<file path="src/rtl/ddwcf_pkg.sv">
package ddwcf_pkg;

    localparam int SPEED_W    = 25;
    localparam int RADIUS_W   = 20;
    localparam int SEP_W      = 22;
    localparam int MAXS_W     = 17;
    localparam int CFG_IDX_W  = 4;
    localparam int CFG_DATA_W = 22;

    // |N| < 2^47, so wheel magnitudes fit 48 bits; D < 2^60; 100*D < 2^67
    localparam int MAG_W  = 48;
    localparam int PROD_W = 48;
    localparam int NSUM_W = 49;
    localparam int DEN_W  = 60;
    localparam int RM_W   = 37;
    localparam int DIV_W  = 67;
    localparam int Q_W    = 7;

    localparam logic [CFG_IDX_W-1:0] REG_RADIUS = 4'd0;
    localparam logic [CFG_IDX_W-1:0] REG_SEP    = 4'd1;
    localparam logic [CFG_IDX_W-1:0] REG_MAXS   = 4'd2;

    localparam logic [RADIUS_W-1:0] RADIUS_RST = 20'd50000;
    localparam logic [SEP_W-1:0]    SEP_RST    = 22'd300000;
    localparam logic [MAXS_W-1:0]   MAXS_RST   = 17'd2000;

    // 40 * pi, pi in Q16 (205887 / 2^16)
    localparam logic [22:0] DEN_K = 23'd8235480;
    localparam logic signed [22:0] LIN_K = 23'sd2000000;

    localparam logic signed [SPEED_W-1:0] SLOW_LIN  = 25'sd100000;
    localparam logic signed [SPEED_W-1:0] ANG_DEAD  = 25'sd200;
    localparam logic signed [SPEED_W-1:0] ANG_FLOOR = 25'sd150000;
    localparam logic signed [SPEED_W-1:0] LIN_FLOOR = 25'sd50000;

    localparam logic [Q_W-1:0] PCT_MAX = 7'd100;

    localparam int FRAME_LEN = 13;
    localparam int HDR_LEN   = 5;
    localparam logic [7:0] HDR [HDR_LEN] = '{8'hcd, 8'heb, 8'hd7, 8'h09, 8'h74};
    localparam logic [7:0] DIR_F = 8'h46;
    localparam logic [7:0] DIR_B = 8'h42;
    localparam logic [7:0] DIR_S = 8'h53;

    localparam logic [3:0] POS_DIR_R = 4'd5;
    localparam logic [3:0] POS_DIR_L = 4'd6;
    localparam logic [3:0] POS_PAD0  = 4'd7;
    localparam logic [3:0] POS_PAD1  = 4'd8;
    localparam logic [3:0] POS_MAG_R = 4'd9;
    localparam logic [3:0] POS_MAG_L = 4'd10;
    localparam logic [3:0] POS_LAST  = 4'd12;

    typedef struct packed {
        logic [MAG_W-1:0] mag_r;
        logic [MAG_W-1:0] mag_l;
        logic [MAG_W-1:0] mag_max;
        logic             neg_r;
        logic             neg_l;
        logic             enable;
    } cmd_work_t;

    typedef struct packed {
        logic [7:0] dir_r;
        logic [7:0] dir_l;
        logic [7:0] mag_r;
        logic [7:0] mag_l;
    } wheel_cmd_t;

endpackage

</file>
<file path="src/rtl/ddwcf_queue.sv">
module ddwcf_queue #(
    parameter int DEPTH = 4
) (
    input  logic                         clk,
    input  logic                         rst_n,
    input  logic                         push,
    input  ddwcf_pkg::cmd_work_t         entry,
    input  logic                         pop,
    output ddwcf_pkg::cmd_work_t         head,
    output logic [$clog2(DEPTH+1)-1:0]   level
);
    import ddwcf_pkg::*;

    localparam int PW = (DEPTH > 1) ? $clog2(DEPTH) : 1;
    localparam int LW = $clog2(DEPTH + 1);

    cmd_work_t        slot_reg [DEPTH];
    logic [PW-1:0]    wr_reg, wr_next, rd_reg, rd_next;
    logic [LW-1:0]    level_reg, level_next;

    always_comb
    begin
        wr_next    = wr_reg;
        rd_next    = rd_reg;
        level_next = level_reg;
        if (push)
            wr_next = (wr_reg == PW'(DEPTH - 1)) ? '0 : wr_reg + PW'(1);
        if (pop)
            rd_next = (rd_reg == PW'(DEPTH - 1)) ? '0 : rd_reg + PW'(1);
        if (push && !pop)
            level_next = level_reg + LW'(1);
        else if (pop && !push)
            level_next = level_reg - LW'(1);
    end

    always_ff @(posedge clk or negedge rst_n)
    begin
        if (!rst_n)
        begin
            wr_reg    <= '0;
            rd_reg    <= '0;
            level_reg <= '0;
        end
        else
        begin
            wr_reg    <= wr_next;
            rd_reg    <= rd_next;
            level_reg <= level_next;
        end
    end

    always_ff @(posedge clk)
    begin
        if (push)
            slot_reg[wr_reg] <= entry;
    end

    assign head  = slot_reg[rd_reg];
    assign level = level_reg;

    a_no_overflow: assert property (@(posedge clk) disable iff (!rst_n)
        push && !pop |-> level_reg < LW'(DEPTH))
        else $error("queue written while full");

    a_no_underflow: assert property (@(posedge clk) disable iff (!rst_n)
        pop |-> level_reg != '0)
        else $error("queue read while empty");
endmodule

</file>
<file path="config.mk">
export PLATFORM = sky130hd
export DESIGN_NAME = ddwcf_queue
export DESIGN_NICKNAME = d
export VERILOG_FILES = /design/src/rtl/ddwcf_pkg.sv /design/src/rtl/ddwcf_queue.sv
export SDC_FILE = /design/constraint.sdc
export NUM_CORES = 1
export LEC_CHECK = 0
export BUFFER_PORTS_ARGS = -buffer_cell sky130_fd_sc_hd__buf_2
export CORE_ASPECT_RATIO = 0.6
export CORE_MARGIN = 10
export CORE_UTILIZATION = 57
export CTS_BUF_LIST = sky130_fd_sc_hd__clkbuf_16
export DETAILED_ROUTE_END_ITERATION = 12
export GPL_TIMING_DRIVEN = 0
export PLACE_DENSITY = 0.88
export SLEW_MARGIN = 10
export SYNTH_ARGS = -nofsm -noshare
export SYNTH_HDL_FRONTEND = slang
export SYNTH_SLANG_ARGS = --single-unit
</file>
<file path="constraint.sdc">
create_clock -name clk -period 6.43 [get_ports clk]
set_input_delay 0.643 -clock clk [delete_from_list [all_inputs] [get_ports clk]]
set_output_delay 0.643 -clock clk [all_outputs]
set_load 0.01 [all_outputs]
</file>
# --- After elaboration in Yosys (flattened, before gate mapping) ---
# Memories as Yosys holds them, arrays and structs flattened.
# Cells that the tools add are included.
classes:
  multipliers: 0
  addsub: 4
  eq_ne: 2
  bitwise_logic: 0
  div_mod_pow: 0
  mux: 6
  shifts: 0
  magnitude_cmp: 0
  reduce_logical: 5
op_table:
  columns: ["op", "n"]
  rows:
  - ["3-bit 2-to-1 mux", 2]
  - ["2-bit by 1-bit adder with 2-bit output, second input constant", 2]
  - ["2-bit == test, second input constant", 2]
  - ["2-bit 2-to-1 mux", 2]
  - ["3-bit by 1-bit adder with 3-bit output, second input constant", 1]
  - ["3-bit by 1-bit subtractor with 3-bit output, second input constant", 1]
  - ["1-bit logical AND", 2]
  - ["1-bit zero test", 2]
  - ["1-bit 2-to-1 mux", 2]
  - ["2-bit nonzero test", 1]
totals:
  input_bits: 151
  elab_cells: 21
  mem_bits_rw: 588
  rom_bits: 0
  output_inout_bits: 150
  latch_bits: 0
  memories: 1
  register_bits: 7
memory_table:
  columns: ["memory", "words", "width", "rd", "rd_ports_with_merged_regs", "write_ports", "line_no", "source"]
  rows:
  - ["slot_reg", 4, 147, 1, 0, 1, "ddwcf_queue.sv:17", "cmd_work_t slot_reg [DEPTH];"]

# --- Logic depth before layout (Yosys ltp) ---
logic_depth:
  word_depth: 4
  mapped_depth: 7
  ltp_nobuf: 7

# --- Least setup slack after synthesis ---
# OpenSTA, ideal clock, no wires.
synth_timing:
  path_type: "in2reg"
  startpoint: "in push"
  endpoint: "mem slot_reg[2][0] (netlist name) (enable)"
  arrival_time_ns: 3.999
  setup_time_ns: 0.524
  path_buffers: 0
  t_required_ns: 5.906
  cell_stages: 1
  setup_slack_ns: 1.907
  path_cell_list: "and2_1"
synth_between:
  elab_chain_cells: 2
synth_lines:
  columns: ["element", "line_no", "source"]
  rows:
  - ["start: declaration", "ddwcf_queue.sv:6", "input logic push,"]
  - ["1-bit 2-to-1 mux", "ddwcf_queue.sv:54", "if (push)"]
  - ["1-bit 2-to-1 mux (not written as such)", "ddwcf_queue.sv:55", "slot_reg[wr_reg] <= entry;"]
  - ["end: declaration", "ddwcf_queue.sv:17", null]
# Every way passes these cells.

==> impl_metrics.py <==
metrics = {
    "clocking": {
        "clock_sink_count": 595,
        "htreeDepth": 2,
        "ctsResizeCount": 0,
        "cts_max_path_buffers": 3,
        "cts_setup_buffers": 0,
        "numCtsBuffers": 50,
        "tritoncts": "done",
        "clkTransAtPathRegs_ps": 70,
        "insertion_delay_ps": 570,
        "root_buffer": "clkbuf_16",
    },
    "finish": {
        "final_cell_mix": "588 x edfxtp_1, 314 x buf_2, 147 x mux4_2",
        "finalInstanceArea_um2": 25620,
        "drive_above_1_share_pct": 46.93,
        "fin_cells": 1724,
        "finalNetCount": 1322,
        "final_common_cell": "edfxtp_1",
        "largest_register_ffs": 588,
        "utilization_pct": 68.20,
        "areaGrowthSynthToFinish_pct": 18.51,
    },
    "critical_path": {
        "path_max_fanout": 10,
        "worstPathArrival_ps": 2800,
        "critPathKind": "flip-flop to output port",
        "startpoint_type": "flip-flop",
        "critPathCaptureType": "output port",
        "cp_data_required_time_ps": 5790,
    },
    "placed_design": {
        "placed_cells": 1624,
        "placement.io_buffers": 300,
        "dp_hpwl_um": 29250,
        "place_congestion": 0.7215,
        "place_area_um2": 23990,
    },
    "detailed_routing": {
        "wl_per_cell_um": 26.42,
        "wl_um": 45550,
        "ant_nets": 0,
        "drc_errors": 0,
        "drt_iter0_markers": 1126,
        "vias_per_cell": 5.782,
        "drt_pass1_iterations": 5,
        "vias": 9968,
    },
    "synthesis": {
        "syn_inst": 803,
        "syn_area_um2": 21620,
        "synth.ff_latch_count": 595,
        "ys_warn_count": 0,
        "syn_nets": 961,
        "yosysSeqAreaShare_pct": 82.48,
        "syn_avg_cell_area_um2": 26.92,
        "ys_types": 18,
    },
    "floorplanning": {
        "ios": 301,
        "fp.dieH_um": 170.9,
        "dieArea_um2": 46380,
        "row_count": 55,
        "fp.dieW_um": 271.4,
        "core_area_um2": 37570,
        "start_util_pct": 57.54,
    },
    "flow_run": {
        "max_cap_violations": 0,
    },
    "grt": {
        "antenna_found_initial": 12,
        "gr-usage-all-layers_pct": 19.51,
        "grt_pass1_vias": 10650,
        "grt-ovfl-total": 0,
        "grt_pass1_wl_um": 68210,
        "grt_max_degree": 55,
    },
    "sta": {
        "period_needed_ps": 3441,
        "slew_headroom_pct": 44.80,
        "setup_violations": 0,
        "timing.setup.tns_ps": 0,
        "fin_crit_sh_pct": 53.52,
        "finalMaxSlewViolations": 0,
        "grt_setup_unrepaired": "no",
        "skew_ps": 12.96,
        "finalHoldViolCount": 0,
        "worstMarginPinSlew_ps": 828.0,
        "fmaxAchievable_ghz": 0.2906,
    },
    "outcome": {
        "outcome": "finished clean",
    },
    "power_and_ir_drop": {
        "powerDensity_nw_per_um2": 450.7,
        "p_leak_nw": 8.782,
        "peakVddDrop_mv": 0.3420,
    },
    "worst_hold_path": {
        "hp-class": "input port to flip-flop",
    },
}
through the flow:
step	worst slack [ps]	hold WS [ps]	total power, mW
after CTS	2900	254.8	11.70
after global placement	-662.1	482.1	8.710
after floorplan	1907	347.4	7.385
after detailed placement	3520	460.9	8.727
final	2989	284.8	11.55
after global routing	2849	257.4	12.05
timing repair:
item | in CTS | in global routing
hold endpoints to repair | 7 | 0
hold buffers | 1 | 0
setup endpoints to repair | 0 | 0
area by class of cell:
type | count | area, µm²
Multi-Input combinational cell | 171 | 3530
Inverter | 4 | 15.01
Buffer | 33 | 254.0
Timing Repair Buffer | 309 | 1732
Sequential cell | 595 | 17830
Clock buffer | 50 | 1251
Tap cell | 513 | 641.9
Clock inverter | 42 | 350.3
Antenna cell | 7 | 17.52
Fill cell | 2259 | 11950
logic make-up after synthesis:
| logic type | synth area share [%] |
|---|---|
| muxes | 15.47 |
| buffers and inverters | 1.244 |
| adders and majority gates | 0.4398 |
| DFF | 82.48 |
| and+or+nand+nor | 0.2025 |
| xor gates and xnor gates | 0.1215 |
| AOI/OAI and AO/OA | 0.04630 |
metal layers:
metal  GRT usage [%]  share of wire, %
met5               0             0.018
met4           5.632               2.3
met2           32.75                52
met3           4.740               7.3
met1           25.38                39
report_power, final:
| part | leakage [nW] | internal, mW | switching (mW) |
|---|---|---|---|
| registers | 5.48 | 4.96 | 0.162 |
| logic | 2.48 | 1.57 | 1.90 |
| clock network | 0.820 | 1.63 | 1.33 |
| total | 8.78 | 8.16 | 3.38 |
cell usage after synthesis:
library cell / count / area [µm²]
clkbuf_1: 1 / 3.750
buf_4: 2 / 15.01
xnor2_1: 1 / 8.760
mux2_2: 3 / 33.78
edfxtp_1: 588 / 17660
mux4_2: 147 / 3311
buf_1: 2 / 7.510
buf_2: 14 / 70.07
fa_1: 1 / 20.02
nand2_1: 2 / 7.510
xor2_1: 2 / 17.52
dfrtp_1: 7 / 175.2
and2_1: 4 / 25.02
inv_1: 4 / 15.01
buf_6: 14 / 157.7
nor2_1: 3 / 11.26
o21ai_0: 2 / 10.01
ha_1: 6 / 75.07
path summary, 6_finish.rpt:
| kind | start | endpoint | slack (ps) | depth (start not counted) |
|---|---|---|---|---|
| worst max-delay path | rd_reg[1] | head[64] | 2990 | 4 |
| worst max register to register | wr_reg[0] | slot_reg[0][38] | 4340 | 4 |
| worst min-delay path | entry[81] | slot_reg[2][81] | 280 | 1 |
| min in group asynchronous | rst_n | wr_reg[0] | 450 | 2 |
| max in group asynchronous | rst_n | wr_reg[1] | 5820 | 2 |
| worst min register to register | level[2] | level[2] | 490 | 1 |
critical path, stage by stage, from the launching register on:
cell and delay, ps:
dfrtp_1 480, clkbuf_1 660, buf_2 500, mux4_2 410, buf_2 170
No activity file was read; power rests on OpenSTA's default activity.
