**src/rtl/ddwcf_pkg.sv**
```systemverilog
package ddwcf_pkg;

    localparam int SPEED_W    = 25;
    localparam int RADIUS_W   = 20;
    localparam int SEP_W      = 22;
    localparam int MAXS_W     = 17;
    localparam int CFG_IDX_W  = 4;
    localparam int CFG_DATA_W = 22;

    // |N| < 2^47, so wheel magnitudes fit 48 bits; D < 2^60; 100*D < 2^67
    localparam int MAG_W  = 48;
    localparam int PROD_W = 48;
    localparam int NSUM_W = 49;
    localparam int DEN_W  = 60;
    localparam int RM_W   = 37;
    localparam int DIV_W  = 67;
    localparam int Q_W    = 7;

    localparam logic [CFG_IDX_W-1:0] REG_RADIUS = 4'd0;
    localparam logic [CFG_IDX_W-1:0] REG_SEP    = 4'd1;
    localparam logic [CFG_IDX_W-1:0] REG_MAXS   = 4'd2;

    localparam logic [RADIUS_W-1:0] RADIUS_RST = 20'd50000;
    localparam logic [SEP_W-1:0]    SEP_RST    = 22'd300000;
    localparam logic [MAXS_W-1:0]   MAXS_RST   = 17'd2000;

    // 40 * pi, pi in Q16 (205887 / 2^16)
    localparam logic [22:0] DEN_K = 23'd8235480;
    localparam logic signed [22:0] LIN_K = 23'sd2000000;

    localparam logic signed [SPEED_W-1:0] SLOW_LIN  = 25'sd100000;
    localparam logic signed [SPEED_W-1:0] ANG_DEAD  = 25'sd200;
    localparam logic signed [SPEED_W-1:0] ANG_FLOOR = 25'sd150000;
    localparam logic signed [SPEED_W-1:0] LIN_FLOOR = 25'sd50000;

    localparam logic [Q_W-1:0] PCT_MAX = 7'd100;

    localparam int FRAME_LEN = 13;
    localparam int HDR_LEN   = 5;
    localparam logic [7:0] HDR [HDR_LEN] = '{8'hcd, 8'heb, 8'hd7, 8'h09, 8'h74};
    localparam logic [7:0] DIR_F = 8'h46;
    localparam logic [7:0] DIR_B = 8'h42;
    localparam logic [7:0] DIR_S = 8'h53;

    localparam logic [3:0] POS_DIR_R = 4'd5;
    localparam logic [3:0] POS_DIR_L = 4'd6;
    localparam logic [3:0] POS_PAD0  = 4'd7;
    localparam logic [3:0] POS_PAD1  = 4'd8;
    localparam logic [3:0] POS_MAG_R = 4'd9;
    localparam logic [3:0] POS_MAG_L = 4'd10;
    localparam logic [3:0] POS_LAST  = 4'd12;

    typedef struct packed {
        logic [MAG_W-1:0] mag_r;
        logic [MAG_W-1:0] mag_l;
        logic [MAG_W-1:0] mag_max;
        logic             neg_r;
        logic             neg_l;
        logic             enable;
    } cmd_work_t;

    typedef struct packed {
        logic [7:0] dir_r;
        logic [7:0] dir_l;
        logic [7:0] mag_r;
        logic [7:0] mag_l;
    } wheel_cmd_t;

endpackage

```
**src/rtl/ddwcf_cfg_if.sv**
```systemverilog
interface ddwcf_cfg_if;
    import ddwcf_pkg::*;

    logic                  valid;
    logic                  ready;
    logic [CFG_IDX_W-1:0]  index;
    logic [CFG_DATA_W-1:0] data;

    modport source (output valid, index, data, input ready);
    modport sink (input valid, index, data, output ready);
endinterface

```
**src/rtl/ddwcf_cfg_regs.sv**
```systemverilog
module ddwcf_cfg_regs (
    input  logic                         clk,
    input  logic                         rst_n,
    ddwcf_cfg_if.sink                    cfg,
    output logic [ddwcf_pkg::SEP_W-1:0]  sep,
    output logic [ddwcf_pkg::DEN_W-1:0]  den
);
    import ddwcf_pkg::*;

    logic [RADIUS_W-1:0] radius_reg;
    logic [SEP_W-1:0]    sep_reg;
    logic [MAXS_W-1:0]   maxs_reg;
    logic [RADIUS_W-1:0] radius_eff;
    logic [MAXS_W-1:0]   maxs_eff;
    logic [RM_W-1:0]     rm_reg, rm_next;
    logic [41:0]         lo_reg, lo_next;
    logic [40:0]         hi_reg, hi_next;
    logic [DEN_W-1:0]    den_reg, den_next;

    assign cfg.ready = 1'b1;

    always_ff @(posedge clk or negedge rst_n)
    begin
        if (!rst_n)
        begin
            radius_reg <= RADIUS_RST;
            sep_reg    <= SEP_RST;
            maxs_reg   <= MAXS_RST;
        end
        else if (cfg.valid)
        begin
            case (cfg.index)
                REG_RADIUS: radius_reg <= cfg.data[RADIUS_W-1:0];
                REG_SEP:    sep_reg    <= cfg.data[SEP_W-1:0];
                REG_MAXS:   maxs_reg   <= cfg.data[MAXS_W-1:0];
                default:    ;
            endcase
        end
    end

    // divisor D = 40*pi*r*max, rebuilt continuously over three stages
    always_comb
    begin
        radius_eff = (radius_reg == '0) ? RADIUS_W'(1) : radius_reg;
        maxs_eff   = (maxs_reg == '0) ? MAXS_W'(1) : maxs_reg;
        rm_next    = RM_W'(radius_eff) * RM_W'(maxs_eff);
        lo_next    = 42'(rm_reg[18:0]) * 42'(DEN_K);
        hi_next    = 41'(rm_reg[RM_W-1:19]) * 41'(DEN_K);
        den_next   = DEN_W'(lo_reg) + (DEN_W'(hi_reg) << 19);
    end

    always_ff @(posedge clk)
    begin
        rm_reg  <= rm_next;
        lo_reg  <= lo_next;
        hi_reg  <= hi_next;
        den_reg <= den_next;
    end

    assign sep = sep_reg;
    assign den = den_reg;
endmodule

```
**src/flat_wrapper.sv**
```systemverilog
// flat-port wrapper written by rule: the top's interface ports become plain ports
module ddwcf_cfg_regs_flat import ddwcf_pkg::*;
  (clk, rst_n, sep, den, cfg_valid, cfg_index, cfg_data, cfg_ready);
  ddwcf_cfg_if cfg_i ();
  input  logic clk;
  input  logic rst_n;
  output logic [ddwcf_pkg::SEP_W-1:0] sep;
  output logic [ddwcf_pkg::DEN_W-1:0] den;
  input wire logic [$bits(cfg_i.valid)-1:0] cfg_valid;
  input wire logic [$bits(cfg_i.index)-1:0] cfg_index;
  input wire logic [$bits(cfg_i.data)-1:0] cfg_data;
  output wire logic [$bits(cfg_i.ready)-1:0] cfg_ready;
  assign cfg_i.valid = cfg_valid;
  assign cfg_i.index = cfg_index;
  assign cfg_i.data = cfg_data;
  assign cfg_ready = cfg_i.ready;
  ddwcf_cfg_regs u_core (.clk(clk), .rst_n(rst_n), .cfg(cfg_i), .sep(sep), .den(den));
endmodule
```
**config.mk**
```make
export PLATFORM = sky130hd
export DESIGN_NAME = ddwcf_cfg_regs_flat
export DESIGN_NICKNAME = d
export VERILOG_FILES = /design/src/rtl/ddwcf_pkg.sv /design/src/rtl/ddwcf_cfg_if.sv /design/src/rtl/ddwcf_cfg_regs.sv /design/src/flat_wrapper.sv
export SDC_FILE = /design/constraint.sdc
export NUM_CORES = 2
export LEC_CHECK = 0
export BUFFER_PORTS_ARGS = -buffer_cell sky130_fd_sc_hd__buf_2
export CAP_MARGIN = 20
export CORE_MARGIN = 5
export CORE_UTILIZATION = 65
export CTS_CLUSTER_SIZE = 14
export DETAILED_ROUTE_END_ITERATION = 8
export PLACE_DENSITY = 0.8
export SYNTH_ARGS = -nofsm -noshare
export SYNTH_HDL_FRONTEND = slang
export SYNTH_SLANG_ARGS = --single-unit
```
**constraint.sdc**
```tcl
create_clock -name clk -period 7.2 [get_ports clk]
set_input_delay 0.72 -clock clk [delete_from_list [all_inputs] [get_ports clk]]
set_output_delay 0.72 -clock clk [all_outputs]
set_load 0.01 [all_outputs]
```
Yosys cells after proc, flatten, opt, wreduce, memory -nomap -nowiden
Index checks and enable logic that the tools add are counted.

Bits of input ports: 29. Memory bits (writable): 0. Latch bits: 0. ROM bits: 0. Flip-flop bits (word level): 233. Output and inout port bits: 83. Memories kept: 0. Logic and storage cells: 21.

Bitwise operators: 0. Reduce and logical (&&, ||, !) cells: 6. Equal/unequal tests: 2. Divide/modulo/power cells: 0. $lt $le $gt $ge: 0. Shifts and indexed selects: 0. $add $sub $neg: 1. Mux-type cells: 2. Multipliers: 3.

Operators by type and width (count): $add 42x60->60 (1); $mul 19x20->39 const B (1); $mul 18x20->38 const B (1); $mul 20x17->37 (1); $logic_not 20->1 (1); $mux 20 (1); $logic_not 17->1 (1); $mux 17 (1); $reduce_and 2->1 (3); $eq 4x1->1 const B (1); $eq 4x2->1 const B (1); $logic_not 4->1 (1).

Depth between registers and ports, before layout
Depth in word-level cells: 3. Mapped depth: 28. Gate-level depth less buffers: 26.

Worst setup path after synthesis
No wires, ideal clock.

Kind: reg2reg. Start point: reg u_core.radius_reg[16]. End point: reg u_core.rm_reg[36]. Clock period less this slack: 6517 ps. Arrival: 6396 ps. Path buffers: 3. Library setup time: 121 ps. Required time: 7079 ps. Cell stages (with the launch flop): 27. Slack: 683 ps. Cell sequence: dfrtp_1 clkbuf_1 nor4_1 nand4_1 o41ai_1 clkbuf_1 nand2_1 fa_1 inv_1 fa_1 ha_1 fa_1 fa_1 inv_1 fa_1 inv_1 ha_1 clkbuf_1 nand4_1 o21ai_1 a31oi_1 o31ai_4 a31oi_4 o41ai_4 a311o_1 a31oi_1 xnor2_1.

Cells in the longest elaborated chain, start to end: 3.

RTL lines: from (decl) (RTL line ddwcf_cfg_regs.sv:10) `logic [RADIUS_W-1:0] radius_reg;`; from (signal assigned) (RTL line ddwcf_cfg_regs.sv:33) `REG_RADIUS: radius_reg <= cfg.data[RADIUS_W-1:0];`; $logic_not 20->1 (RTL line ddwcf_cfg_regs.sv:44) `radius_eff = (radius_reg == '0) ? RADIUS_W'(1) : radius_reg;`; $mux 20 (*) (RTL line ddwcf_cfg_regs.sv:44); $mul 20x17->37 (*) (RTL line ddwcf_cfg_regs.sv:46) `rm_next = RM_W'(radius_eff) * RM_W'(maxs_eff);`; named net u_core.rm_next[36] (RTL line ddwcf_cfg_regs.sv:15) `logic [RM_W-1:0] rm_reg, rm_next;`; to (signal assigned) (RTL line ddwcf_cfg_regs.sv:54) `rm_reg <= rm_next;`; to (decl) (RTL line ddwcf_cfg_regs.sv:15).

The timed path passes the listed nets; every way through them passes the cells marked *. A chain may end at the register's enable or synchronous reset.

Worst setup path in the final report
Start point: reg u_core.radius_reg[6]. End point: reg u_core.rm_reg[35].

The elaborated chain is that of the path after synthesis.

==> metrics.md <==
| Metric | Value |
|---|---|
| ANT nets after route | `0` |
| Total Routing Usage GR | `roughly 28%` |
| Ys async rst share | `about a quarter` |
| Critical Path Slowest Stage Cell | `fa_1` |
| Clock H-tree levels | `1` |
| IO Count | `between 100 and 150` |
| Buffers & Inverters on Critical Path | `5` |
| Synth Flop Type | `dfxtp_1` |
| First-pass GRT wire length | `~130 mm` |
| HPWL after detailed placement | `~63 mm` |
| Most frequent cells in the layout | `inv_1, fa_1, ha_1` |
| Tcrit/Tclk final | `between 90 and 100%` |
| HP Class | `in -> async` |
| Critical-path maximum fanout | `19` |
| GRT Residual Overflow | `0` |
| Fillers | `3958` |
| Area contributors post-synth | `fa_1, ha_1, dfxtp_1` |
| Cells after Synth | `3326` |
| Placed instance area | `around 34000 sq um` |
| Cell family with most CP delay | `adder cells` |
| Synth top area share | `between 30 and 40%` |
| Worst-Margin Slew | `between 1 and 1.5 ns` |
| Initial Util | `65.5%` |
| Final setup viols | `0` |
| Initial antenna violation count | `0` |
| Hold Vio Cnt, Final | `0` |
| Startpoint Class | `flip-flop` |
| Gp weighted congestion | `about 0.94` |
| Maximum clock rate | `between 100 and 150 MHz` |
| Instance count on the critical path | `24` |
| CP endpoint kind | `flip-flop` |
| Post-route setup TNS | `0 ns` |
| Pin count of the biggest net entering global routing | `60` |
| Crit Path Category | `reg -> reg` |
| Final worst path period need | `6.69 ns` |
| Yosys top cell by area | `fa_1` |
| CTS Buf Count | `27` |
| Critical path arrival | `7.20 ns` |
| FP Rows | `between 80 and 90` |
| RSZ-0062 raised after global routing | `no` |
| Max Buffers Root-to-Sink | `3` |
| Clock latency on the worst-skew pair | `0.59 ns` |
| Die Width | `235 um` |
| Drt first pass iters | `5` |
| PostCTS Resize Cnt | `0` |
| Die area | `about 55000 sq um` |
| Synth Warn # | `0` |
| DR vias | `between 20000 and 25000` |
| Clock Sinks | `230` |
| Core Area | `between 50000 and 60000 sq um` |
| Layout cells sized above 1 | `under 10%` |
| Most common cell after layout, fill and taps aside | `inv_1` |
| CTS tree | `built` |
| # DRC | `0` |
| Sequential share of the synthesized area | `between 10% and 20%` |
| N_diodes | `0` |
| Port buffer count | `107` |
| Max reg flops | `between 50 and 60` |
| Die height | `around 230 um` |
| Area growth, synth to finish | `6.35%` |
| Iteration-0 DRC Markers | `about 1400` |
| Post-CTS setup buffer count | `0` |
| WL per Instance | `around 18 um` |
| Via density | `5.47` |
| Vias in the first global route | `~25000` |
| Synthesized area per cell | `just under 10 sq um` |
| Hold Buf Count CTS | `0` |
| Number of enable flip-flop cells after synthesis | `0` |
| Slew HR | `between 30% and 40%` |
| Distinct cells, synth | `68` |
| Register Area | `about 4900 sq um` |
| Area of the multi-input gates | `approximately 24000 sq um` |
| Post-layout nets | `4438` |
| Critical path data required time | `roughly 7.7 ns` |
| Total Wirelength | `approximately 75 mm` |
| Crit-path cells | `nor4_1 -> nand4_1 -> o41ai_2 -> buf_4 -> nand2_1 -> fa_1 -> fa_1 -> inv_1 -> fa_1 -> fa_1 -> fa_1 -> inv_1 -> fa_1 -> inv_1 -> ha_1 -> o21ai_0 -> nand2b_1 -> nand3_1 -> a2bb2oi_1 -> buf_4 -> nor4_1 -> o211ai_1 -> a21oi_1 -> xor2_1` |
| Yosys reg bits | `230` |
| Run status | `finished clean` |
| Number of max-cap violations | `0` |
| Clock root cell | `clkbuf_16` |
| Design Area, Final | `approximately 35000 sq um` |
| Most frequent CP cell | `fa_1` |
| CTS clk-pin slew, worst paths | `roughly 0.06 ns` |
| Synthesized cell area | `32800 sq um` |
| Fin. max-slew vios | `0` |
| Worst Reg2Reg Path Length in Cells | `24` |
| CP max stage delay | `0.52 ns` |
| Final Skew | `~0.023 ns` |
-- metrics by stage --
| step | setup slack (ns) | util (%) | hold slack (ns) | instances |
|---|---|---|---|---|
| 2_1_floorplan | 0.683 | - | 0.310 | 3328 |
| 3_5_place_dp | 0.595 | 67.9 | 0.313 | 4030 |
| 3_3_place_gp | 0.784 | 67.9 | 0.311 | 4030 |
| 6_report | 0.509 | 69.7 | 0.275 | 4080 |
| 4_1_cts | 0.580 | 69.7 | 0.272 | 4080 |
| 5_1_grt | 0.0397 | 69.7 | 0.329 | 4080 |
-- routing by layer --
layer | up-vias | global-route usage [%] | part of all wire, %
li1 | 10200 | - | -
met1 | 11100 | 39.9 | 44
met2 | 773 | 46.7 | 47
met3 | 137 | 4.78 | 6.7
met4 | 0 | 5.96 | 2.4
met5 | - | 0 | 0
-- Yosys cell counts, types with 4 or more instances --
master / count
nand3_1: 30
xnor2_1: 97
and2_1: 154
o21ai_1: 11
a21oi_1: 93
fa_1: 597
or2_2: 6
inv_1: 853
nand2_1: 241
buf_4: 4
o21ai_0: 48
nand4_1: 22
o21bai_1: 13
a211oi_1: 7
mux2_2: 58
ha_1: 425
nor4_1: 10
nor3_1: 15
nor2b_1: 14
o21a_1: 17
a41oi_1: 5
nand2b_1: 24
a31oi_1: 13
dfstp_2: 20
and3_1: 14
clkbuf_1: 89
nor2_1: 58
a21o_1: 69
dfxtp_1: 171
buf_1: 8
dfrtp_1: 39
xor2_1: 38
o211ai_1: 6
-- kinds of logic (layout without fill, tap and decap cells) --
kind of cell             after synthesis  after routing  share of synthesized area, %
adder cells (fa/ha/maj)             1022           1022                          52.6
XOR/XNOR                             135            135                          3.60
flip-flops                           230            230                          15.0
other                                  2              4                        0.0229
AND/OR/NAND/NOR                      602            602                          9.12
buffers and inverters                954           1034                          11.0
AO/OA/AOI/OAI                        320            320                          6.54
multiplexers                          61             61                          2.08
-- worst register-to-register path, stage by stage, from the launching register on --
cell,delay [ns]
dfstp_2,0.50
nor4_1,0.32
nand4_1,0.13
o41ai_2,0.24
buf_4,0.30
nand2_1,0.11
fa_1,0.46
fa_1,0.49
inv_1,0.05
fa_1,0.49
fa_1,0.45
fa_1,0.52
inv_1,0.06
fa_1,0.47
inv_1,0.04
ha_1,0.37
o21ai_0,0.12
nand2b_1,0.11
nand3_1,0.08
a2bb2oi_1,0.16
buf_4,0.17
nor4_1,0.35
o211ai_1,0.26
a21oi_1,0.23
xor2_1,0.15
-- final timing paths --
kind | startpoint | to | slack (ns)
max | u_core.radius_reg[6]$_DFFE_PN1P_ | u_core.rm_reg[35]$_DFF_P_ | 0.51
min | rst_n | u_core.sep[13]$_DFFE_PN0P_ | 0.28
max in group asynchronous | rst_n | u_core.sep[3]$_DFFE_PN0P_ | 6.44
min reg2reg | u_core.lo_reg[7]$_DFF_P_ | u_core.den[7]$_DFF_P_ | 0.33
max reg2reg | u_core.radius_reg[6]$_DFFE_PN1P_ | u_core.rm_reg[35]$_DFF_P_ | 0.51
min in group clk | u_core.lo_reg[7]$_DFF_P_ | u_core.den[7]$_DFF_P_ | 0.33
-- layout make-up --
| cell class | count | share of cell area [%] |
|---|---|---|
| Clock buffer | 35 | 2.11 |
| Timing Repair Buffer | 131 | 2.05 |
| Inverter | 853 | 9.18 |
| Sequential cell | 230 | 14.1 |
| Multi-Input combinational cell | 2144 | 69.7 |
| Clock inverter | 15 | 0.470 |
| Tap cell | 672 | 2.41 |
Power is left out: the tool's default activity adds up to more than one toggle a clock period on the data nets, which glitch-free logic cannot reach.
