[config.mk]
export PLATFORM = sky130hd
export DESIGN_NAME = ddwcf_front_flat
export DESIGN_NICKNAME = d
export VERILOG_FILES = /design/src/rtl/ddwcf_pkg.sv /design/src/rtl/ddwcf_cmd_if.sv /design/src/rtl/ddwcf_front.sv /design/src/flat_wrapper.sv
export SDC_FILE = /design/constraint.sdc
export NUM_CORES = 2
export LEC_CHECK = 0
export BUFFER_PORTS_ARGS = -buffer_cell sky130_fd_sc_hd__buf_2
export CAP_MARGIN = 20
export CORE_MARGIN = 1
export CORE_UTILIZATION = 38
export CTS_CLUSTER_SIZE = 28
export DETAILED_ROUTE_END_ITERATION = 7
export GPL_TIMING_DRIVEN = 0
export PLACE_DENSITY = 0.6
export REMOVE_ABC_BUFFERS = 1
export SLEW_MARGIN = 10
export SYNTH_ARGS = -nofsm -noshare
export SYNTH_HDL_FRONTEND = slang
export SYNTH_SLANG_ARGS = --single-unit
export TNS_END_PERCENT = 1
[constraint.sdc]
create_clock -name clk -period 9.4 [get_ports clk]
set_clock_uncertainty 0.1 [all_clocks]
set_input_delay 0.47 -clock clk [delete_from_list [all_inputs] [get_ports clk]]
set_output_delay 0.47 -clock clk [all_outputs]
set_load 0.005 [all_outputs]
[src/rtl/ddwcf_pkg.sv]
package ddwcf_pkg;

    localparam int SPEED_W    = 25;
    localparam int RADIUS_W   = 20;
    localparam int SEP_W      = 22;
    localparam int MAXS_W     = 17;
    localparam int CFG_IDX_W  = 4;
    localparam int CFG_DATA_W = 22;

    // |N| < 2^47, so wheel magnitudes fit 48 bits; D < 2^60; 100*D < 2^67
    localparam int MAG_W  = 48;
    localparam int PROD_W = 48;
    localparam int NSUM_W = 49;
    localparam int DEN_W  = 60;
    localparam int RM_W   = 37;
    localparam int DIV_W  = 67;
    localparam int Q_W    = 7;

    localparam logic [CFG_IDX_W-1:0] REG_RADIUS = 4'd0;
    localparam logic [CFG_IDX_W-1:0] REG_SEP    = 4'd1;
    localparam logic [CFG_IDX_W-1:0] REG_MAXS   = 4'd2;

    localparam logic [RADIUS_W-1:0] RADIUS_RST = 20'd50000;
    localparam logic [SEP_W-1:0]    SEP_RST    = 22'd300000;
    localparam logic [MAXS_W-1:0]   MAXS_RST   = 17'd2000;

    // 40 * pi, pi in Q16 (205887 / 2^16)
    localparam logic [22:0] DEN_K = 23'd8235480;
    localparam logic signed [22:0] LIN_K = 23'sd2000000;

    localparam logic signed [SPEED_W-1:0] SLOW_LIN  = 25'sd100000;
    localparam logic signed [SPEED_W-1:0] ANG_DEAD  = 25'sd200;
    localparam logic signed [SPEED_W-1:0] ANG_FLOOR = 25'sd150000;
    localparam logic signed [SPEED_W-1:0] LIN_FLOOR = 25'sd50000;

    localparam logic [Q_W-1:0] PCT_MAX = 7'd100;

    localparam int FRAME_LEN = 13;
    localparam int HDR_LEN   = 5;
    localparam logic [7:0] HDR [HDR_LEN] = '{8'hcd, 8'heb, 8'hd7, 8'h09, 8'h74};
    localparam logic [7:0] DIR_F = 8'h46;
    localparam logic [7:0] DIR_B = 8'h42;
    localparam logic [7:0] DIR_S = 8'h53;

    localparam logic [3:0] POS_DIR_R = 4'd5;
    localparam logic [3:0] POS_DIR_L = 4'd6;
    localparam logic [3:0] POS_PAD0  = 4'd7;
    localparam logic [3:0] POS_PAD1  = 4'd8;
    localparam logic [3:0] POS_MAG_R = 4'd9;
    localparam logic [3:0] POS_MAG_L = 4'd10;
    localparam logic [3:0] POS_LAST  = 4'd12;

    typedef struct packed {
        logic [MAG_W-1:0] mag_r;
        logic [MAG_W-1:0] mag_l;
        logic [MAG_W-1:0] mag_max;
        logic             neg_r;
        logic             neg_l;
        logic             enable;
    } cmd_work_t;

    typedef struct packed {
        logic [7:0] dir_r;
        logic [7:0] dir_l;
        logic [7:0] mag_r;
        logic [7:0] mag_l;
    } wheel_cmd_t;

endpackage

[src/rtl/ddwcf_cmd_if.sv]
interface ddwcf_cmd_if;
    import ddwcf_pkg::*;

    logic                      valid;
    logic                      ready;
    logic signed [SPEED_W-1:0] linear_speed;
    logic signed [SPEED_W-1:0] angular_rate;
    logic                      base_ready;
    logic                      move_enable;

    modport source (output valid, linear_speed, angular_rate, base_ready, move_enable,
                    input ready);
    modport sink (input valid, linear_speed, angular_rate, base_ready, move_enable,
                  output ready);
endinterface

[src/rtl/ddwcf_front.sv]
module ddwcf_front #(
    parameter int DEPTH = 4
) (
    input  logic                             clk,
    input  logic                             rst_n,
    ddwcf_cmd_if.sink                        cmd,
    input  logic [ddwcf_pkg::SEP_W-1:0]      sep,
    input  logic [$clog2(DEPTH+1)-1:0]       level,
    output logic                             push,
    output ddwcf_pkg::cmd_work_t             entry
);
    import ddwcf_pkg::*;

    localparam int LW = $clog2(DEPTH + 1);

    logic                       accept;
    logic                       slow;
    logic signed [SPEED_W-1:0]  x_f, z_f;
    logic signed [SEP_W:0]      sep_s;
    logic [LW+1:0]              occupancy;

    logic                       v1_reg, v2_reg, v3_reg;
    logic signed [SPEED_W-1:0]  x1_reg, z1_reg;
    logic                       en1_reg, en2_reg, en3_reg;
    logic signed [PROD_W-1:0]   px2_reg, pz2_reg, px2_next, pz2_next;
    logic signed [NSUM_W-1:0]   nr3_reg, nl3_reg, nr3_next, nl3_next;
    logic [NSUM_W-1:0]          abs_r, abs_l;

    // slots in use: queue level plus items already in the pipeline
    assign occupancy = (LW+2)'(level) + (LW+2)'(v1_reg) + (LW+2)'(v2_reg)
                     + (LW+2)'(v3_reg);
    assign cmd.ready = occupancy < (LW+2)'(DEPTH);
    assign accept    = cmd.valid && cmd.ready;

    always_comb
    begin
        slow = (cmd.linear_speed > -SLOW_LIN) && (cmd.linear_speed < SLOW_LIN);
        z_f  = cmd.angular_rate;
        if (slow)
        begin
            if (cmd.angular_rate > ANG_DEAD && cmd.angular_rate < ANG_FLOOR)
                z_f = ANG_FLOOR;
            if (cmd.angular_rate < -ANG_DEAD && cmd.angular_rate > -ANG_FLOOR)
                z_f = -ANG_FLOOR;
        end
        x_f = cmd.linear_speed;
        if (cmd.linear_speed > 0 && cmd.linear_speed < LIN_FLOOR)
            x_f = LIN_FLOOR;
        if (cmd.linear_speed < 0 && cmd.linear_speed > -LIN_FLOOR)
            x_f = -LIN_FLOOR;
    end

    always_comb
    begin
        sep_s    = $signed({1'b0, sep});
        px2_next = PROD_W'(x1_reg) * PROD_W'(LIN_K);
        pz2_next = PROD_W'(z1_reg) * PROD_W'(sep_s);
        nr3_next = NSUM_W'(px2_reg) + NSUM_W'(pz2_reg);
        nl3_next = NSUM_W'(px2_reg) - NSUM_W'(pz2_reg);
        abs_r    = nr3_reg[NSUM_W-1] ? (NSUM_W'(0) - nr3_reg) : nr3_reg;
        abs_l    = nl3_reg[NSUM_W-1] ? (NSUM_W'(0) - nl3_reg) : nl3_reg;
        entry.mag_r   = abs_r[MAG_W-1:0];
        entry.mag_l   = abs_l[MAG_W-1:0];
        entry.mag_max = (abs_l > abs_r) ? abs_l[MAG_W-1:0] : abs_r[MAG_W-1:0];
        entry.neg_r   = nr3_reg[NSUM_W-1];
        entry.neg_l   = nl3_reg[NSUM_W-1];
        entry.enable  = en3_reg;
    end

    assign push = v3_reg;

    always_ff @(posedge clk or negedge rst_n)
    begin
        if (!rst_n)
        begin
            v1_reg <= 1'b0;
            v2_reg <= 1'b0;
            v3_reg <= 1'b0;
        end
        else
        begin
            v1_reg <= accept && cmd.base_ready;
            v2_reg <= v1_reg;
            v3_reg <= v2_reg;
        end
    end

    always_ff @(posedge clk)
    begin
        x1_reg  <= x_f;
        z1_reg  <= z_f;
        en1_reg <= cmd.move_enable;
        px2_reg <= px2_next;
        pz2_reg <= pz2_next;
        en2_reg <= en1_reg;
        nr3_reg <= nr3_next;
        nl3_reg <= nl3_next;
        en3_reg <= en2_reg;
    end
endmodule

[src/flat_wrapper.sv]
// flat-port wrapper written by rule: the top's interface ports become plain ports
module ddwcf_front_flat import ddwcf_pkg::*;
#(
    parameter int DEPTH = 4
)
  (clk, rst_n, sep, level, push, entry, cmd_valid, cmd_linear_speed, cmd_angular_rate, cmd_base_ready, cmd_move_enable, cmd_ready);
  ddwcf_cmd_if cmd_i ();
  input  logic clk;
  input  logic rst_n;
  input  logic [ddwcf_pkg::SEP_W-1:0] sep;
  input  logic [$clog2(DEPTH+1)-1:0] level;
  output logic push;
  output ddwcf_pkg::cmd_work_t entry;
  input wire logic [$bits(cmd_i.valid)-1:0] cmd_valid;
  input wire logic [$bits(cmd_i.linear_speed)-1:0] cmd_linear_speed;
  input wire logic [$bits(cmd_i.angular_rate)-1:0] cmd_angular_rate;
  input wire logic [$bits(cmd_i.base_ready)-1:0] cmd_base_ready;
  input wire logic [$bits(cmd_i.move_enable)-1:0] cmd_move_enable;
  output wire logic [$bits(cmd_i.ready)-1:0] cmd_ready;
  assign cmd_i.valid = cmd_valid;
  assign cmd_i.linear_speed = cmd_linear_speed;
  assign cmd_i.angular_rate = cmd_angular_rate;
  assign cmd_i.base_ready = cmd_base_ready;
  assign cmd_i.move_enable = cmd_move_enable;
  assign cmd_ready = cmd_i.ready;
  ddwcf_front #(.DEPTH(DEPTH)) u_core (.clk(clk), .rst_n(rst_n), .cmd(cmd_i), .sep(sep), .level(level), .push(push), .entry(entry));
endmodule
== Word-level counts from Yosys, hierarchy flattened ==
Cells that the tools add are included.

* Register bits after elaboration: 242
* Bits in latches: 0
* Bits in writable memories: 0
* Memory bits (read-only): 0
* Input port bits: 80
* Output and inout port bits: 149
* Word-level logic and storage cells: 49
* Memories: 0

* Add/sub/neg operators: 7
* $mul: 2
* Div/mod/pow operators: 0
* Magnitude comparators: 12
* Equal/unequal tests: 0
* Shift operators: 0
* Muxes and demuxes: 7
* Bitwise logic cells: 0
* Reductions and logical operators: 8

{| class="wikitable"
|+ Operators with widths
! operator !! count
|-
| 25-bit 2-to-1 mux || 4
|-
| 49-bit 2-to-1 mux || 2
|-
| 1-bit by 49-bit subtractor with 49-bit output (first input constant) || 2
|-
| 47-bit by 48-bit adder with 49-bit output || 1
|-
| 49-bit greater-than comparator || 1
|-
| 47-bit by 48-bit subtractor with 49-bit output || 1
|-
| 25-bit by 23-bit multiplier with 48-bit output || 1
|-
| 48-bit 2-to-1 mux || 1
|-
| 25-bit by 15-bit multiplier with 40-bit output (second input constant) || 1
|-
| 25-bit by 1-bit greater-than comparator with 1-bit output (second input constant) || 1
|-
| 25-bit by 17-bit greater-than comparator with 1-bit output (second input constant) || 1
|-
| 25-bit by 18-bit greater-than comparator with 1-bit output (second input constant) || 1
|-
| 25-bit by 19-bit greater-than comparator with 1-bit output (second input constant) || 1
|-
| 25-bit by 9-bit greater-than comparator with 1-bit output (second input constant) || 1
|-
| 25-bit by 1-bit < comparator with 1-bit output (second input constant) || 1
|-
| 25-bit by 17-bit < comparator with 1-bit output (second input constant) || 1
|-
| 25-bit by 18-bit < comparator with 1-bit output (second input constant) || 1
|-
| 25-bit by 19-bit < comparator with 1-bit output (second input constant) || 1
|-
| 25-bit by 9-bit < comparator with 1-bit output (second input constant) || 1
|-
| 5-bit by 1-bit adder with 5-bit output || 2
|-
| 1-bit logical AND || 7
|-
| 5-bit by 3-bit < comparator with 1-bit output (second input constant) || 1
|-
| 3-bit by 1-bit adder with 4-bit output || 1
|-
| 2-bit OR reduction || 1
|}

== Logic depth before layout (Yosys ltp) ==
* Depth in word-level cells: 6
* Mapped depth: 27
* Depth with buffers taken out: 26

== Least setup slack after synthesis ==
OpenSTA, ideal clock, no wires.

* Path kind: flip-flop to flip-flop
* Start: reg u_core.z1_reg[24]
* End: reg u_core.pz2_reg[47]
* Setup time: 122 ps
* Arrival: 6863 ps
* Data required time: 9178 ps
* Path slack: 2314 ps
* Stages on the path, launching flop included: 24
* Buffers on the path: 1
* Period minus slack after synthesis: 7086 ps
* Cell sequence: dfxtp_1 -> clkbuf_1 -> and2_1 -> fa_1 -> fa_1 -> inv_1 -> fa_1 -> inv_1 -> fa_1 -> fa_1 -> fa_1 -> inv_1 -> fa_1 -> inv_1 -> ha_1 -> a21oi_1 -> o21bai_1 -> a21o_1 -> a21o_1 -> a21oi_1 -> inv_1 -> a41oi_1 -> o21ai_0 -> xnor2_1

* Cells in the longest elaborated chain, start to end: 1

{| class="wikitable"
|+ RTL lines
! item !! RTL line !! RTL
|-
| start, declared || ddwcf_front.sv:23 || <nowiki>logic signed [SPEED_W-1:0] x1_reg, z1_reg;</nowiki>
|-
| start signal, assigned || ddwcf_front.sv:91 || <nowiki>z1_reg <= z_f;</nowiki>
|-
| 25-bit by 23-bit multiplier with 48-bit output || ddwcf_front.sv:57 || <nowiki>pz2_next = PROD_W'(z1_reg) * PROD_W'(sep_s);</nowiki>
|-
| named net u_core.pz2_next[47] || ddwcf_front.sv:25 || <nowiki>logic signed [PROD_W-1:0] px2_reg, pz2_reg, px2_next, pz2_next;</nowiki>
|-
| end signal, assigned || ddwcf_front.sv:94 || <nowiki>pz2_reg <= pz2_next;</nowiki>
|-
| end, declared || ddwcf_front.sv:25 ||
|}

The timed path passes the listed nets, and every way through them passes these cells.
A chain may end at the register's enable or synchronous reset.

== Final worst setup path ==
Ends and elaborated chain as after synthesis.

==> results_dict.tcl <==
set metrics [dict create \
    syn2layout_area_growth_pct 9.48 \
    port_buffers 228 \
    max_cap_violations 0 \
    cts_sinks 241 \
    hold_class "in2reg" \
    hold_depth 3 \
    worstMarginPinSlew_ns 1.22 \
    routed_wl_mm 107 \
    arrival_ns 9.08 \
    die_w_um 329 \
    rows 119 \
    ys_seq_elements 241 \
    synth_area_leader_cell "fa_1" \
    drive_above_1_share_pct 7.98 \
    r2r_slack_ns 0.66 \
    synth_area_um2 40600 \
    clockBufferDepth 3 \
    max-slew-margin-rel_pct 18.5 \
    use_met3_pct 2.24 \
    place.gp.congestion 0.872 \
    die_h_um 329 \
    startpoint_type "register" \
    busiest_layer "met2" \
    use_met2_pct 34.5 \
    core-area_um2 106000 \
    cp_max_fo 23 \
    layout.nets 5815 \
    cts_tree "built" \
    route.detailed.drc 44 \
    worstSkewPairLatency_ns 0.61 \
    synth_top_area_share_pct 34.2 \
    ant_nets 0 \
    drv_slew 0 \
    wire_per_inst_um 17.8 \
    grt_pass1_vias 31858 \
    largest_reg_flops 49 \
    synth_most_common_cell "inv_1" \
    globalRouteOverflowTotal 0 \
    failed_checks "design-rule violations" \
    async_flop_share_pct 1.24 \
    first_pass_iters 8 \
    start_util_pct 38.4 \
    synth_edf_count 0 \
    path_clk_slew_ns 0.06 \
    met1_usage_pct 28.0 \
    min_from "cmd_angular_rate[5]" \
    synth_area_leaders "fa_1, ha_1, dfxtp_1" \
    numCtsBuffers 30 \
    synth_top_cells_by_count "inv_1, fa_1, ha_1, nand2_1, and2_1" \
    fin_util_pct 42.1 \
    grt_pass1_wl_mm 175 \
    setup_violations 0 \
    stdcell_area_um2 44400 \
    io_pins 229 \
    critPathKind "reg2reg" \
    seq_area_frac_synth_pct 11.9 \
    fmax_mhz 114 \
    synth_cell_types 74 \
    crit_required_ns 9.74 \
    clockRootBuffer "clkbuf_16" \
    period_needed_ns 8.74 \
    dpl_cell_area_um2 43000 \
    dpl.hpwl_mm 89.0 \
    end_kind "register" \
    post_drt_via_cell_ratio 5.03 \
    ys.flop_type "dfxtp_1" \
    yosysWarnings 0 \
    die-area_um2 108000 \
    antenna_found_initial 4 \
    syn_inst 4460 \
    setup_ws_ns 0.658 \
    grt_max_degree 51 \
    hold_viol 0 \
    reg2reg_from "u_core.z1_reg[24]" \
    htreeDepth 1 \
    outcome "finished, violations left" \
    hold_end "u_core.z1_reg[5]" \
    avgSynthCellArea_um2 9.10 \
    rsz0062_at_grt "no" \
    grt_use_total_pct 20.5 \
    first_iter_violations 1808 \
    r2r_cells 22 \
    place_ws_ns 0.474 \
    min_period_over_period_pct 93.0 \
    vias 30263 \
    finalSetupTns_ns 0 \
    r2r-end "u_core.pz2_reg[47]" \
]
==> cells in the final DEF (no fill, tap or decap), drive strengths merged, types with 15 or more instances in the layout <==
master         n
or3           25
nor4          22
xor2          89
or4           20
o21a          19
nand2b        30
nand2        346
dlygate4sd3   35
and2         322
a21oi        163
o21bai        30
o31ai         36
a31oi         17
ha           442
clkbuf        35
xnor2        166
buf          242
mux2          41
nand3         34
nor2         164
fa           694
nand4         27
o41ai         16
a21o          82
dfxtp        238
or2           15
nor2b         24
inv          929
nor3          42
o21ai        126
a211oi        21
==> metrics by stage <==
step | std cells | hold WS [ns]
2_1_floorplan | 4290 | 0.0744
3_3_place_gp | 5909 | 0.167
3_5_place_dp | 5921 | 0.169
4_1_cts | 6011 | 0.00381
5_1_grt | 6013 | 0.0318
6_report | 6014 | 0.0500
==> worst max-delay path: stages (launching register included) <==
cell,delay (ns)
dfxtp_1,1.00
and2_1,0.38
fa_1,0.50
fa_1,0.70
inv_1,0.27
fa_1,0.75
inv_1,0.36
fa_1,0.64
fa_1,0.45
fa_1,0.55
inv_1,0.05
fa_1,0.54
inv_1,0.04
ha_1,0.40
a21oi_1,0.24
o21bai_1,0.09
a21o_1,0.19
a21o_1,0.17
a21oi_1,0.13
inv_1,0.05
a41oi_1,0.31
o21ai_0,0.16
xnor2_1,0.51
==> per-layer routing <==
metal / vias up / routed length [um]
met5: - / 12
met1: 15181 / 48800
met2: 711 / 50500
met3: 144 / 4910
li1: 14225 / -
met4: 2 / 2920
==> layout make-up <==
| class | instances | area [um2] |
|---|---|---|
| inverter | 922 | 3460 |
| clock inverter | 20 | 223 |
| antenna | 1 | 2.50 |
| fill | 10422 | 61100 |
| timing repair buffer | 277 | 1710 |
| tap | 1391 | 1740 |
| multi-input combinational | 3127 | 31600 |
| sequential | 241 | 4840 |
| clock buffer | 35 | 800 |
==> what timing repair did <==
| action | 4_1_cts | 5_1_grt |
|---|---|---|
| hold buffers | 35 | 0 |
| endpoints found under the hold margin | 36 | 0 |
| setup buffers | 0 | 0 |
| resized for setup | 0 | 0 |
==> worst max-delay path by stage <==
stage                 startpoint                  to  cells after the start
5_1_grt        u_core.z1_reg[24]  u_core.pz2_reg[47]                     22
4_1_cts        u_core.z1_reg[24]  u_core.pz2_reg[47]                     22
6_report       u_core.z1_reg[24]  u_core.pz2_reg[47]                     22
2_1_floorplan  u_core.nr3_reg[7]           entry[10]                     20
3_5_place_dp              sep[2]  u_core.pz2_reg[47]                     23
3_3_place_gp   u_core.nr3_reg[2]           entry[26]                     19
==> kinds of logic after synthesis <==
logic type	synth area share [%]
adders and majority gates	47.9
and+or+nand+nor	13.8
DFF	11.9
muxes	1.36
AOI/OAI and AO/OA	9.36
xor gates and xnor gates	5.51
buffers and inverters	10.2
Power is left out: the tool's default activity adds up to more than one toggle a clock period on the data nets, which glitch-free logic cannot reach.
